<file path="src/rtl/rlee_pkg.sv">
// Shared types, constants and helper functions of the escape-byte RLE encoder.
`timescale 1ns / 1ps
package rlee_pkg;

  // Configuration register indexes
  localparam int unsigned CFG_IW = 1;
  localparam logic [CFG_IW-1:0] CFG_ESCAPE = 1'b0;
  localparam logic [CFG_IW-1:0] CFG_MINRUN = 1'b1;

  // Reset values of the registers, the count cap and the escape fill byte
  localparam logic [7:0] ESC_RESET    = 8'hFE;
  localparam logic [7:0] MINRUN_RESET = 8'd3;
  localparam logic [7:0] COUNT_CAP    = 8'd255;
  localparam logic [7:0] ESC_FILL     = 8'h00;

  // Command queue between front and back
  localparam int unsigned QDEPTH = 4;
  localparam int unsigned QAW    = $clog2(QDEPTH);
  localparam int unsigned QCW    = $clog2(QDEPTH + 1);

  // How one segment of output bytes is formed
  typedef enum logic [1:0] {
    K_NONE,    // nothing
    K_LIT,     // cnt copies of data (cnt is 1..3)
    K_TRIPLE,  // escape, cnt, data
    K_ESC      // escape, 0x00
  } kind_e;

  typedef struct packed {
    kind_e      kind;
    logic [7:0] data;
    logic [7:0] cnt;
  } seg_t;

  // One command: up to two segments, emitted in order
  typedef struct packed {
    seg_t seg0;
    seg_t seg1;
    logic last;   // item closed the stream
  } cmd_t;

  // Classify a run that ends
  function automatic seg_t mk_run(input logic [7:0] data, input logic [7:0] cnt,
                                  input logic [7:0] esc, input logic [2:0] thr);
    seg_t s;
    s.data = data;
    s.cnt  = cnt;
    if (data == esc) begin
      s.kind = (cnt == 8'd1) ? K_ESC : K_TRIPLE;
    end else if (cnt >= {5'd0, thr}) begin
      s.kind = K_TRIPLE;
    end else begin
      s.kind = K_LIT;
    end
    return s;
  endfunction

  // True when idx points at the last byte of a segment
  function automatic logic seg_last(input seg_t s, input logic [1:0] idx);
    logic r;
    case (s.kind)
      K_LIT:    r = (idx == (s.cnt[1:0] - 2'd1));
      K_TRIPLE: r = (idx == 2'd2);
      K_ESC:    r = (idx == 2'd1);
      default:  r = 1'b1;
    endcase
    return r;
  endfunction

endpackage

</file>
<file path="src/rtl/rle_escape_encoder_top.sv">
// Top level of the escape-byte run-length encoder: registers and the two parts.
`timescale 1ns / 1ps
// Takes one raw byte per cycle on the slave stream, tlast marking the final
// byte of a stream. An item that only starts or extends a run is absorbed
// with no output. An item that ends a run goes as a command into a
// four-entry queue; the back part sends its bytes (one to five) at one byte
// per cycle while the output is not stalled, and the input keeps flowing
// until the queue fills. The first output byte caused by an item passes
// through the queue and then the output register. tuser marks the last byte
// caused by an input item, tlast the last byte of the encoded stream.
// Write the escape code and minimum run length only while the block is idle.
module rle_escape_encoder_top import rlee_pkg::*; (
  input  logic              clk_i,
  input  logic              rst_ni,
  input  logic              cfg_we_i,
  input  logic [CFG_IW-1:0] cfg_idx_i,
  input  logic [7:0]        cfg_wdata_i,
  input  logic              s_axis_tvalid_i,
  output logic              s_axis_tready_o,
  input  logic [7:0]        s_axis_tdata_i,   // [7:0] in_byte
  input  logic              s_axis_tlast_i,   // stream_end
  output logic              m_axis_tvalid_o,
  input  logic              m_axis_tready_i,
  output logic [7:0]        m_axis_tdata_o,   // [7:0] out_byte
  output logic              m_axis_tuser_o,   // [0] last_of_item
  output logic              m_axis_tlast_o    // end_of_output
);

  logic [7:0] esc_q, minrun_q;
  logic       q_full, push, pop, head_valid;
  cmd_t       cmd, head;

  // Configuration registers
  always_ff @(posedge clk_i or negedge rst_ni) begin
    if (!rst_ni) begin
      esc_q    <= ESC_RESET;
      minrun_q <= MINRUN_RESET;
    end else if (cfg_we_i) begin
      if (cfg_idx_i == CFG_ESCAPE) begin
        esc_q <= cfg_wdata_i;
      end
      if (cfg_idx_i == CFG_MINRUN) begin
        minrun_q <= cfg_wdata_i;
      end
    end
  end

  rlee_front u_front (
    .clk_i      (clk_i),
    .rst_ni     (rst_ni),
    .esc_i      (esc_q),
    .minrun_i   (minrun_q),
    .in_valid_i (s_axis_tvalid_i),
    .in_ready_o (s_axis_tready_o),
    .in_byte_i  (s_axis_tdata_i),
    .in_end_i   (s_axis_tlast_i),
    .q_full_i   (q_full),
    .push_o     (push),
    .cmd_o      (cmd)
  );

  rlee_fifo u_fifo (
    .clk_i        (clk_i),
    .rst_ni       (rst_ni),
    .push_i       (push),
    .push_data_i  (cmd),
    .full_o       (q_full),
    .pop_i        (pop),
    .head_o       (head),
    .head_valid_o (head_valid)
  );

  rlee_back u_back (
    .clk_i           (clk_i),
    .rst_ni          (rst_ni),
    .esc_i           (esc_q),
    .head_i          (head),
    .head_valid_i    (head_valid),
    .pop_o           (pop),
    .out_valid_o     (m_axis_tvalid_o),
    .out_ready_i     (m_axis_tready_i),
    .out_byte_o      (m_axis_tdata_o),
    .out_item_last_o (m_axis_tuser_o),
    .out_end_o       (m_axis_tlast_o)
  );

endmodule

</file>
<file path="src/rtl/rlee_front.sv">
// Front part: holds the current run and turns each input item into a command.
`timescale 1ns / 1ps
module rlee_front import rlee_pkg::*; (
  input  logic       clk_i,
  input  logic       rst_ni,
  input  logic [7:0] esc_i,
  input  logic [7:0] minrun_i,
  input  logic       in_valid_i,
  output logic       in_ready_o,
  input  logic [7:0] in_byte_i,
  input  logic       in_end_i,
  input  logic       q_full_i,
  output logic       push_o,
  output cmd_t       cmd_o
);

  logic [7:0] held_q, held_d;
  logic [7:0] rc_q, rc_d;
  logic [7:0] cnt_inc;
  logic [2:0] thr;
  logic       accept, flush1, is_esc;
  cmd_t       cmd;

  assign in_ready_o = ~q_full_i;
  assign accept     = in_valid_i & ~q_full_i;

  // Threshold held within 2..4
  always_comb begin
    if (minrun_i < 8'd2) begin
      thr = 3'd2;
    end else if (minrun_i > 8'd4) begin
      thr = 3'd4;
    end else begin
      thr = minrun_i[2:0];
    end
  end

  // Classification of the item against the held run
  always_comb begin
    is_esc    = (in_byte_i == esc_i);
    flush1    = (rc_q != 8'd0) && ((in_byte_i != held_q) || is_esc);
    cnt_inc   = rc_q + 8'd1;
    held_d    = held_q;
    rc_d      = rc_q;
    cmd.last  = in_end_i;
    cmd.seg0  = flush1 ? mk_run(held_q, rc_q, esc_i, thr) : seg_t'{K_NONE, 8'd0, 8'd0};
    cmd.seg1  = seg_t'{K_NONE, 8'd0, 8'd0};
    if (is_esc) begin
      cmd.seg1 = seg_t'{K_ESC, esc_i, 8'd1};
      rc_d     = 8'd0;
    end else if ((rc_q != 8'd0) && !flush1) begin
      // same byte extends the run
      if ((cnt_inc == COUNT_CAP) || in_end_i) begin
        cmd.seg1 = mk_run(held_q, cnt_inc, esc_i, thr);
        rc_d     = 8'd0;
      end else begin
        rc_d = cnt_inc;
      end
    end else begin
      // new run starts
      held_d = in_byte_i;
      if (in_end_i) begin
        cmd.seg1 = mk_run(in_byte_i, 8'd1, esc_i, thr);
        rc_d     = 8'd0;
      end else begin
        rc_d = 8'd1;
      end
    end
  end

  // Items that only extend or start a run send nothing down
  assign push_o = accept && ((cmd.seg0.kind != K_NONE) || (cmd.seg1.kind != K_NONE));
  assign cmd_o  = cmd;

  always_ff @(posedge clk_i or negedge rst_ni) begin
    if (!rst_ni) begin
      held_q <= 8'd0;
      rc_q   <= 8'd0;
    end else if (accept) begin
      held_q <= held_d;
      rc_q   <= rc_d;
    end
  end

endmodule

</file>
<file path="src/rtl/rlee_fifo.sv">
// Short command queue between the front and back parts.
`timescale 1ns / 1ps
module rlee_fifo import rlee_pkg::*; (
  input  logic clk_i,
  input  logic rst_ni,
  input  logic push_i,
  input  cmd_t push_data_i,
  output logic full_o,
  input  logic pop_i,
  output cmd_t head_o,
  output logic head_valid_o
);

  cmd_t           mem_q [QDEPTH];
  logic [QAW-1:0] wr_q, rd_q;
  logic [QCW-1:0] cnt_q;
  logic           do_pop;

  assign full_o       = (cnt_q == QCW'(QDEPTH));
  assign head_valid_o = (cnt_q != '0);
  assign head_o       = mem_q[rd_q];
  assign do_pop       = pop_i & head_valid_o;

  // Storage
  always_ff @(posedge clk_i) begin
    if (push_i) begin
      mem_q[wr_q] <= push_data_i;
    end
  end

  // Pointers and fill count
  always_ff @(posedge clk_i or negedge rst_ni) begin
    if (!rst_ni) begin
      wr_q  <= '0;
      rd_q  <= '0;
      cnt_q <= '0;
    end else begin
      if (push_i) begin
        wr_q <= wr_q + QAW'(1);
      end
      if (do_pop) begin
        rd_q <= rd_q + QAW'(1);
      end
      if (push_i && !do_pop) begin
        cnt_q <= cnt_q + QCW'(1);
      end else if (!push_i && do_pop) begin
        cnt_q <= cnt_q - QCW'(1);
      end
    end
  end

endmodule

</file>
<file path="src/rtl/rlee_back.sv">
// Back part: walks each command byte by byte into the output register.
`timescale 1ns / 1ps
module rlee_back import rlee_pkg::*; (
  input  logic       clk_i,
  input  logic       rst_ni,
  input  logic [7:0] esc_i,
  input  cmd_t       head_i,
  input  logic       head_valid_i,
  output logic       pop_o,
  output logic       out_valid_o,
  input  logic       out_ready_i,
  output logic [7:0] out_byte_o,
  output logic       out_item_last_o,
  output logic       out_end_o
);

  logic       seg_q, seg_d;
  logic [1:0] idx_q, idx_d;
  logic       valid_q, valid_d;
  logic [7:0] byte_q, byte_d;
  logic       ilast_q, elast_q;
  logic       on_seg1, seg_done, item_done, advance, fire;
  seg_t       cur;

  // Pick the segment in progress; an empty first segment is skipped
  assign on_seg1 = seg_q | (head_i.seg0.kind == K_NONE);
  assign cur     = on_seg1 ? head_i.seg1 : head_i.seg0;

  // Byte at the current position
  always_comb begin
    case (cur.kind)
      K_LIT:    byte_d = cur.data;
      K_TRIPLE: byte_d = (idx_q == 2'd0) ? esc_i : ((idx_q == 2'd1) ? cur.cnt : cur.data);
      K_ESC:    byte_d = (idx_q == 2'd0) ? esc_i : ESC_FILL;
      default:  byte_d = 8'd0;
    endcase
  end

  assign seg_done  = seg_last(cur, idx_q);
  assign item_done = seg_done & (on_seg1 | (head_i.seg1.kind == K_NONE));
  assign advance   = ~valid_q | out_ready_i;
  assign fire      = advance & head_valid_i;
  assign pop_o     = fire & item_done;
  assign valid_d   = advance ? head_valid_i : valid_q;

  // Position within the command
  always_comb begin
    seg_d = seg_q;
    idx_d = idx_q;
    if (fire) begin
      if (item_done) begin
        seg_d = 1'b0;
        idx_d = 2'd0;
      end else if (seg_done) begin
        seg_d = 1'b1;
        idx_d = 2'd0;
      end else begin
        idx_d = idx_q + 2'd1;
      end
    end
  end

  always_ff @(posedge clk_i or negedge rst_ni) begin
    if (!rst_ni) begin
      seg_q   <= 1'b0;
      idx_q   <= 2'd0;
      valid_q <= 1'b0;
    end else begin
      seg_q   <= seg_d;
      idx_q   <= idx_d;
      valid_q <= valid_d;
    end
  end

  // Output payload
  always_ff @(posedge clk_i) begin
    if (fire) begin
      byte_q  <= byte_d;
      ilast_q <= item_done;
      elast_q <= item_done & head_i.last;
    end
  end

  assign out_valid_o     = valid_q;
  assign out_byte_o      = byte_q;
  assign out_item_last_o = ilast_q;
  assign out_end_o       = elast_q;

endmodule

</file>
<file path="config.mk">
export PLATFORM = sky130hd
export DESIGN_NAME = rle_escape_encoder_top
export DESIGN_NICKNAME = d
export VERILOG_FILES = /design/src/rtl/rlee_pkg.sv /design/src/rtl/rle_escape_encoder_top.sv /design/src/rtl/rlee_front.sv /design/src/rtl/rlee_fifo.sv /design/src/rtl/rlee_back.sv
export SDC_FILE = /design/constraint.sdc
export NUM_CORES = 1
export LEC_CHECK = 0
export BUFFER_PORTS_ARGS = -buffer_cell sky130_fd_sc_hd__buf_2
export CAP_MARGIN = 20
export CORE_MARGIN = 2
export CORE_UTILIZATION = 25
export CTS_CLUSTER_DIAMETER = 120
export DETAILED_ROUTE_END_ITERATION = 8
export PLACE_DENSITY_LB_ADDON = 0.25
export SLEW_MARGIN = 20
export SYNTH_ARGS = -nofsm -noshare
export SYNTH_HDL_FRONTEND = slang
export SYNTH_SLANG_ARGS = --single-unit
</file>
<file path="constraint.sdc">
create_clock -name clk_i -period 6.2 [get_ports clk_i]
set_input_delay 1.55 -clock clk_i [delete_from_list [all_inputs] [get_ports clk_i]]
set_output_delay 1.55 -clock clk_i [all_outputs]
set_load 0.03 [all_outputs]
</file>
Yosys cells after proc, flatten, opt, wreduce, memory -nomap -nowiden
Memories as Yosys holds them, arrays and structs flattened. Cells that the tools add are included.

Equal/unequal tests: 13. Add/subtract/negate cells: 7. Magnitude comparators: 5. Muxes and demuxes: 32. Reduce and logical (&&, ||, !) cells: 24. Bitwise logic cells: 14.

Operator list (number): two-way mux 18 bit (6); two-way mux 8 bit (6); one-hot mux 8 bit (3 select lines) (1); equality test 8 x 1 -> 1 bit (second input constant) (2); equality test 8 bit (2); greater-or-equal comparator 8 x 3 -> 1 bit (2); two-way mux 2 bit (7); two-way mux 3 bit (4); adder 8 x 1 -> 8 bit (second input constant) (1); equality test 8 bit (second input constant) (1); > comparator 8 x 3 -> 1 bit (second input constant) (1); less-than comparator 8 x 2 -> 1 bit (second input constant) (1); inequality test 8 bit (1); nonzero test 2 bit (4); nonzero test 8 bit (1); two-way mux 1 bit (7); adder 2 x 1 -> 2 bit (second input constant) (3); AND 1 bit (6); equality test 2 bit (second input constant) (3); logical NOT 2 bit (3); AND reduction 2 bit (3); logical AND 1 bit (5); inverter 1 bit (5); equality test 2 x 1 -> 1 bit (second input constant) (2); other kinds (12) (18).

Memories: 1. Output and inout port bits: 12. Word-level logic and storage cells: 109. Bits in writable memories: 148. Bits in registers: 53.

Memory list: u_fifo.mem_q (words 4, bits a word 37, read ports 1, clocked after memory_dff 0, write ports 1, line rlee_fifo.sv:14) `cmd_t mem_q [QDEPTH];`.

Longest topological paths before layout
Depth in word-level cells: 16. Depth in mapped cells: 18. Mapped depth without buffers: 17.

Hierarchy
From an unflattened synthesis, not the netlist that was laid out.

Cell total of the unflattened synthesis: 610. Area total of the unflattened synthesis: 9425.3 µm².

By module, submodules not included: rlee_fifo (cells an instance 227, area each 5726.7 µm², times used 1, seq. area each 4619.4 µm²); rlee_front (cells an instance 223, area each 1855.5 µm², times used 1, seq. area each 400.4 µm²); rlee_back (cells an instance 125, area each 1189.9 µm², times used 1, seq. area each 400.4 µm²); rle_escape_encoder_top (cells an instance 35, area each 653.1 µm², times used 1, seq. area each 411.6 µm²).

Worst setup path before layout
OpenSTA, ideal clock, no wires.

Path type: input -> register. From: input s_axis_tdata_i[4]. To: memory u_fifo.mem_q[0][0] (netlist bit) (enable). Path slack: 1.772 ns. Data arrival time: 4.031 ns. Library setup time: 0.398 ns. Stages on the path: 8. Path buffers: 1. Required time: 5.802 ns. Path through: xor2_1 nor4_1 o211ai_1 a21oi_2 nand2b_1 clkbuf_1 a31oi_4 and2_1.

Longest elaborated chain between the ends: 12. Elaborated cells on any way between the ends: 15.

RTL lines: from (decl) (line rle_escape_encoder_top.sv:20) `input logic [7:0] s_axis_tdata_i,`; inequality test 8 bit or equality test 8 bit (tied branches) (line rlee_front.sv:41, rlee_pkg.sv:48, rlee_front.sv:40); logical OR 1 bit (line rlee_front.sv:41) `flush1 = (rc_q != 8'd0) && ((in_byte_i != held_q) || is_esc);`; logical AND 1 bit (line rlee_front.sv:41); logical NOT 1 bit (line rlee_front.sv:51) `end else if ((rc_q != 8'd0) && !flush1) begin`; logical AND 1 bit (line rlee_front.sv:51); two-way mux 18 bit (line rlee_front.sv:51); two-way mux 18 bit (line rlee_front.sv:48) `if (is_esc) begin`; nonzero test 2 bit (line rlee_front.sv:72) `assign push_o = accept && ((cmd.seg0.kind != K_NONE) || (cmd.seg1.kind != K_NONE));`; logical OR 1 bit (*) (line rlee_front.sv:72); logical AND 1 bit (*) (line rlee_front.sv:72); via push (line rle_escape_encoder_top.sv:30) `logic q_full, push, pop, head_valid;`; two-way mux 1 bit (*) (line rlee_fifo.sv:26) `if (push_i) begin`; two-way mux 1 bit (implied by the code) (*) (line rlee_fifo.sv:27) `mem_q[wr_q] <= push_data_i;`; to (decl) (line rlee_fifo.sv:14).

Mark *: on every way through the listed nets, which the timed path passes. The rest lies on a longest branch.

Final worst setup path
From: register u_fifo.rd_q[0]. To: register u_fifo.cnt_q[2].

Longest elaborated chain between the ends: 13. Elaborated cells on any way between the ends: 20.

RTL lines: from (decl) (line rlee_fifo.sv:15) `logic [QAW-1:0] wr_q, rd_q;`; from (signal assigned) (line rlee_fifo.sv:42) `rd_q <= rd_q + QAW'(1);`; memory read (4 x 37 bit) (*); logical NOT 2 bit (line rlee_back.sv:26) `assign on_seg1 = seg_q | (head_i.seg0.kind == K_NONE);`; bitwise OR 1 bit (line rlee_back.sv:26); two-way mux 18 bit (line rlee_back.sv:27) `assign cur = on_seg1 ? head_i.seg1 : head_i.seg0;`; subtractor 2 x 1 -> 2 bit (line rlee_pkg.sv:62) `K_LIT: r = (idx == (s.cnt[1:0] - 2'd1));`; equality test 2 bit (line rlee_pkg.sv:62); one-hot mux 1 bit (3 select lines) (line rlee_pkg.sv:61) `case (s.kind)`; AND 1 bit (*) (line rlee_back.sv:40) `assign item_done = seg_done & (on_seg1 | (head_i.seg1.kind == K_NONE));`; AND 1 bit (*) (line rlee_back.sv:43) `assign pop_o = fire & item_done;`; AND 1 bit (*) (line rlee_fifo.sv:22) `assign do_pop = pop_i & head_valid_o;`; logical NOT 1 bit (line rlee_fifo.sv:44) `if (push_i && !do_pop) begin`; logical AND 1 bit (line rlee_fifo.sv:44); two-way mux 3 bit or nonzero test 2 bit (tied branches); to (signal assigned) (line rlee_fifo.sv:45) `cnt_q <= cnt_q + QCW'(1);`; to (signal assigned) (line rlee_fifo.sv:47) `cnt_q <= cnt_q - QCW'(1);`; to (decl) (line rlee_fifo.sv:16) `logic [QCW-1:0] cnt_q;`.

Mark *: on every way between the ends. The rest lies on a longest branch, timed or not. A chain may end at the register's enable or synchronous reset.

==> reports/qor.csv <==
stage;metric;value;unit
worst_setup_path;timing.rr.start;u_fifo.rd_q[0];
floorplan;initial_core_util;25.3;%
cells_and_area;fill_cells;3664;
worst_setup_path;cp_num_buf_inv;4;
timing;final-setup-viol-count;0;
worst_setup_path;crit_arrival;5.04;ns
clock_tree;tritoncts;built;
placed_design;port-buffer-count;34;
cells_and_area;drive_gt1_share;26.3;%
placed_design;pre_cts_ws;1.28;ns
clock_tree;cts_setup_buffers;0;
grt;overflow;0;
worst_setup_path;r2r_cells;17;
worst_setup_path;critPathCapture;u_fifo.cnt_q[2];
power_and_ir_drop;ir_drop;0.000242;V
grt;use_met3;1.43;%
yosys;yosys_warnings;0;
placed_design;place.gp.congestion;0.731;
yosys;synth.cell_area;9230;um2
timing;finalCritPeriodShare;74.3;%
cells_and_area;most-common-layout-cells;edfxtp_1 (158), mux4_2 (37), buf_2 (34);
grt;grt_most_used_layer;met2;
timing;setup_slack;1.59;ns
timing;skew;0.0125;ns
grt;grt_start_max_net_pins;44;
yosys;synth-seq-cells;201;
yosys;yosysTopAreaCellShare;51.4;%
routing;drc;0;
routing;drtIter0Drc;319;
outcome;outcome;complete, no violations;
routing;wl_per_cell;19.4;um
timing;slew_viol_final;0;
clock_tree;clkLatencyLatePin;0.51;ns
timing;relSlewSlack;34.8;%
worst_setup_path;rrSetupSlack;1.59;ns
worst_setup_path;cp.depth;17;
yosys;postSynthAreaPerCell;15.4;um2
timing;max_slew.worst_pin.slew;0.978;ns
worst_setup_path;startpoint_type;register;
timing;finalSetupTns;0;ns
power_and_ir_drop;p_leak;3.79;nW
grt;grt_usage;11.6;%
min_path;hold_path.class;reg2reg;
clock_tree;cts_buffers;23;
worst_setup_path;critPathMostFrequentCell;inv_1;
routing;routed_wl;21900;um
worst_setup_path;crit_family;adder cells;
clock_tree;hold_buffers;0;
grt;grt_pass1_vias;5365;
floorplan;die_w;196;um
worst_setup_path;path_cells;buf_4, mux4_2, nand2_1, nand2_1, inv_1, ha_1, nor2_1, and3_1, a2111oi_4, nor3_2, inv_1, ha_1, inv_1, fa_1, xor2_1, nor2_1, xor2_1;
worst_setup_path;end_kind;register;
yosys;synth_area_leaders;edfxtp_1 (51%), dfrtp_1 (9.2%), mux4_2 (9.0%);
worst_setup_path;r2r-end;u_fifo.cnt_q[2];
grt;grt_pass1_wl;33800;um
grt;met1_usage;15.9;%
placed_design;dpl.hpwl;14400;um
yosys;async_reset_ff_share;21.4;%
worst_setup_path;worst_ep_required_time;6.63;ns
floorplan;die_h;196;um
yosys;synth_flop_cell;edfxtp_1;
cells_and_area;fin_nets;689;
cells_and_area;multi_input_area;3200;um2
clock_tree;clock_sinks;201;
cells_and_area;syn_to_final_growth;16.0;%
worst_setup_path;critPathKind;reg2reg;
clock_tree;clk_transition_reported_paths;0.06;ns
clock_tree;cts_root_buf;clkbuf_16;
cells_and_area;final_common_cell;edfxtp_1;
worst_setup_path;cpMaxStageDelayCell;dfrtp_2;
power_and_ir_drop;power;5.00;mW
routing;first_pass_iters;6;
clock_tree;cts_buffer_depth;3;
clock_tree;h-tree-depth;1;
yosys;ys_types;55;
yosys;yosysTopAreaCell;edfxtp_1;
run;drv_cap;0;
cells_and_area;register_area;5830;um2
floorplan;std_cell_rows;70;
worst_setup_path;path_max_fanout;23;
grt;use_met2;19.3;%
clock_tree;cts_resized;0;
yosys;syn-num-nets;645;
floorplan;die_area;38500;um2
floorplan;pin_count;35;
worst_setup_path;crit_start;u_fifo.rd_q[0];
cells_and_area;diodes;0;
grt;antenna_found_initial;1;
yosys;postSynthCellCount;600;
routing;routed_via_density;4.56;
yosys;yosysSeqAreaShare;63.2;%
timing;fin_crit;4.61;ns
routing;antenna_left;0;
yosys;synth_enable_flop_cells;158;
timing;finalHoldViolations;0;
timing;fmaxAchievable;217;MHz
floorplan;core_area;36400;um2
routing;via_count;5145;
worst_setup_path;critPathMaxStageDelay;0.74;ns
power_and_ir_drop;p_per_area;468;nW/um2
timing;rsz0062_at_grt;false;
## cell families after synthesis
family	share of synthesized area, %
AOI/OAI and AO/OA	6.23
xor gates and xnor gates	3.61
adders and majority gates	3.07
buffers and inverters	2.10
DFF	63.2
muxes	14.0
and+or+nand+nor	7.77
## per-stage QoR
step / utilization (%) / area (um2) / cells / hold WS (ns)
6_report: 29.4 / 10700 / 1129 / 0.492
3_3_place_gp: 27.3 / 9950 / 1087 / 0.475
4_1_cts: 29.4 / 10700 / 1129 / 0.496
2_1_floorplan: - / 9230 / 600 / 0.464
3_5_place_dp: 27.3 / 9950 / 1087 / 0.482
5_1_grt: 29.4 / 10700 / 1129 / 0.524
## worst register-to-register path: stages, from the launching register on
cell and delay (ns):
dfrtp_2 0.74, buf_4 0.54, mux4_2 0.59, nand2_1 0.08
nand2_1 0.09, inv_1 0.09, ha_1 0.28, nor2_1 0.08
and3_1 0.21, a2111oi_4 0.56, nor3_2 0.15, inv_1 0.09
ha_1 0.18, inv_1 0.06, fa_1 0.37, xor2_1 0.15
nor2_1 0.12, xor2_1 0.15
## cell type report
cell class                 instances  share of cell area [%]
clock inverter                    13                    1.27
tap                              468                    5.47
multi-input combinational        352                    29.9
timing repair buffer              45                    2.36
clock buffer                      29                    5.68
inverter                          21                   0.737
sequential                       201                    54.5
## routing by layer
layer	vias to the layer above	routed length [um]	part of all wire, %
met5	-	13	0.059
met4	2	418	1.9
met3	33	586	2.7
met2	78	10600	48
met1	2645	10300	47
li1	2387	-	-
## synth_stat cells (15+ instances only)
master / instances
edfxtp_1: 158
mux4_2: 37
dfrtp_1: 34
nand2_1: 30
mux2_2: 27
nor2_1: 26
and2_1: 24
xor2_1: 24
ha_1: 21
inv_1: 21
o21ai_0: 17
a21oi_1: 15
clkbuf_1: 15
## registers in the layout (all words and copies together) (netlist names), 2 cells and up
name,cells
u_fifo.rd_q,2
u_front.held_q,8
minrun_q,8
u_fifo.mem_q,148
esc_q,8
u_back.idx_q,2
u_front.rc_q,8
u_fifo.wr_q,2
u_back.out_byte_o,8
u_fifo.cnt_q,3
## how the worst min path moves through the flow
stage                                  start                  to  slack (ns)  depth (start not counted)
final                     u_back.out_valid_o  u_back.out_valid_o        0.49                          2
after CTS                 u_back.out_valid_o  u_back.out_valid_o        0.50                          2
after detailed placement  u_back.out_valid_o  u_back.out_valid_o        0.48                          2
after global placement    u_back.out_valid_o  u_back.out_valid_o        0.47                          2
after global routing         u_fifo.cnt_q[2]     u_fifo.cnt_q[2]        0.52                          1
after floorplan              u_fifo.cnt_q[2]     u_fifo.cnt_q[2]        0.46                          1
## report_power, final
group          internal [mW]  leakage, nW  switching (mW)
Clock                  0.784        0.345           0.551
Sequential              1.80         1.98           0.172
Combinational          0.711         1.46           0.990
Total                   3.29         3.79            1.71
(Power assumes the default switching activity.)
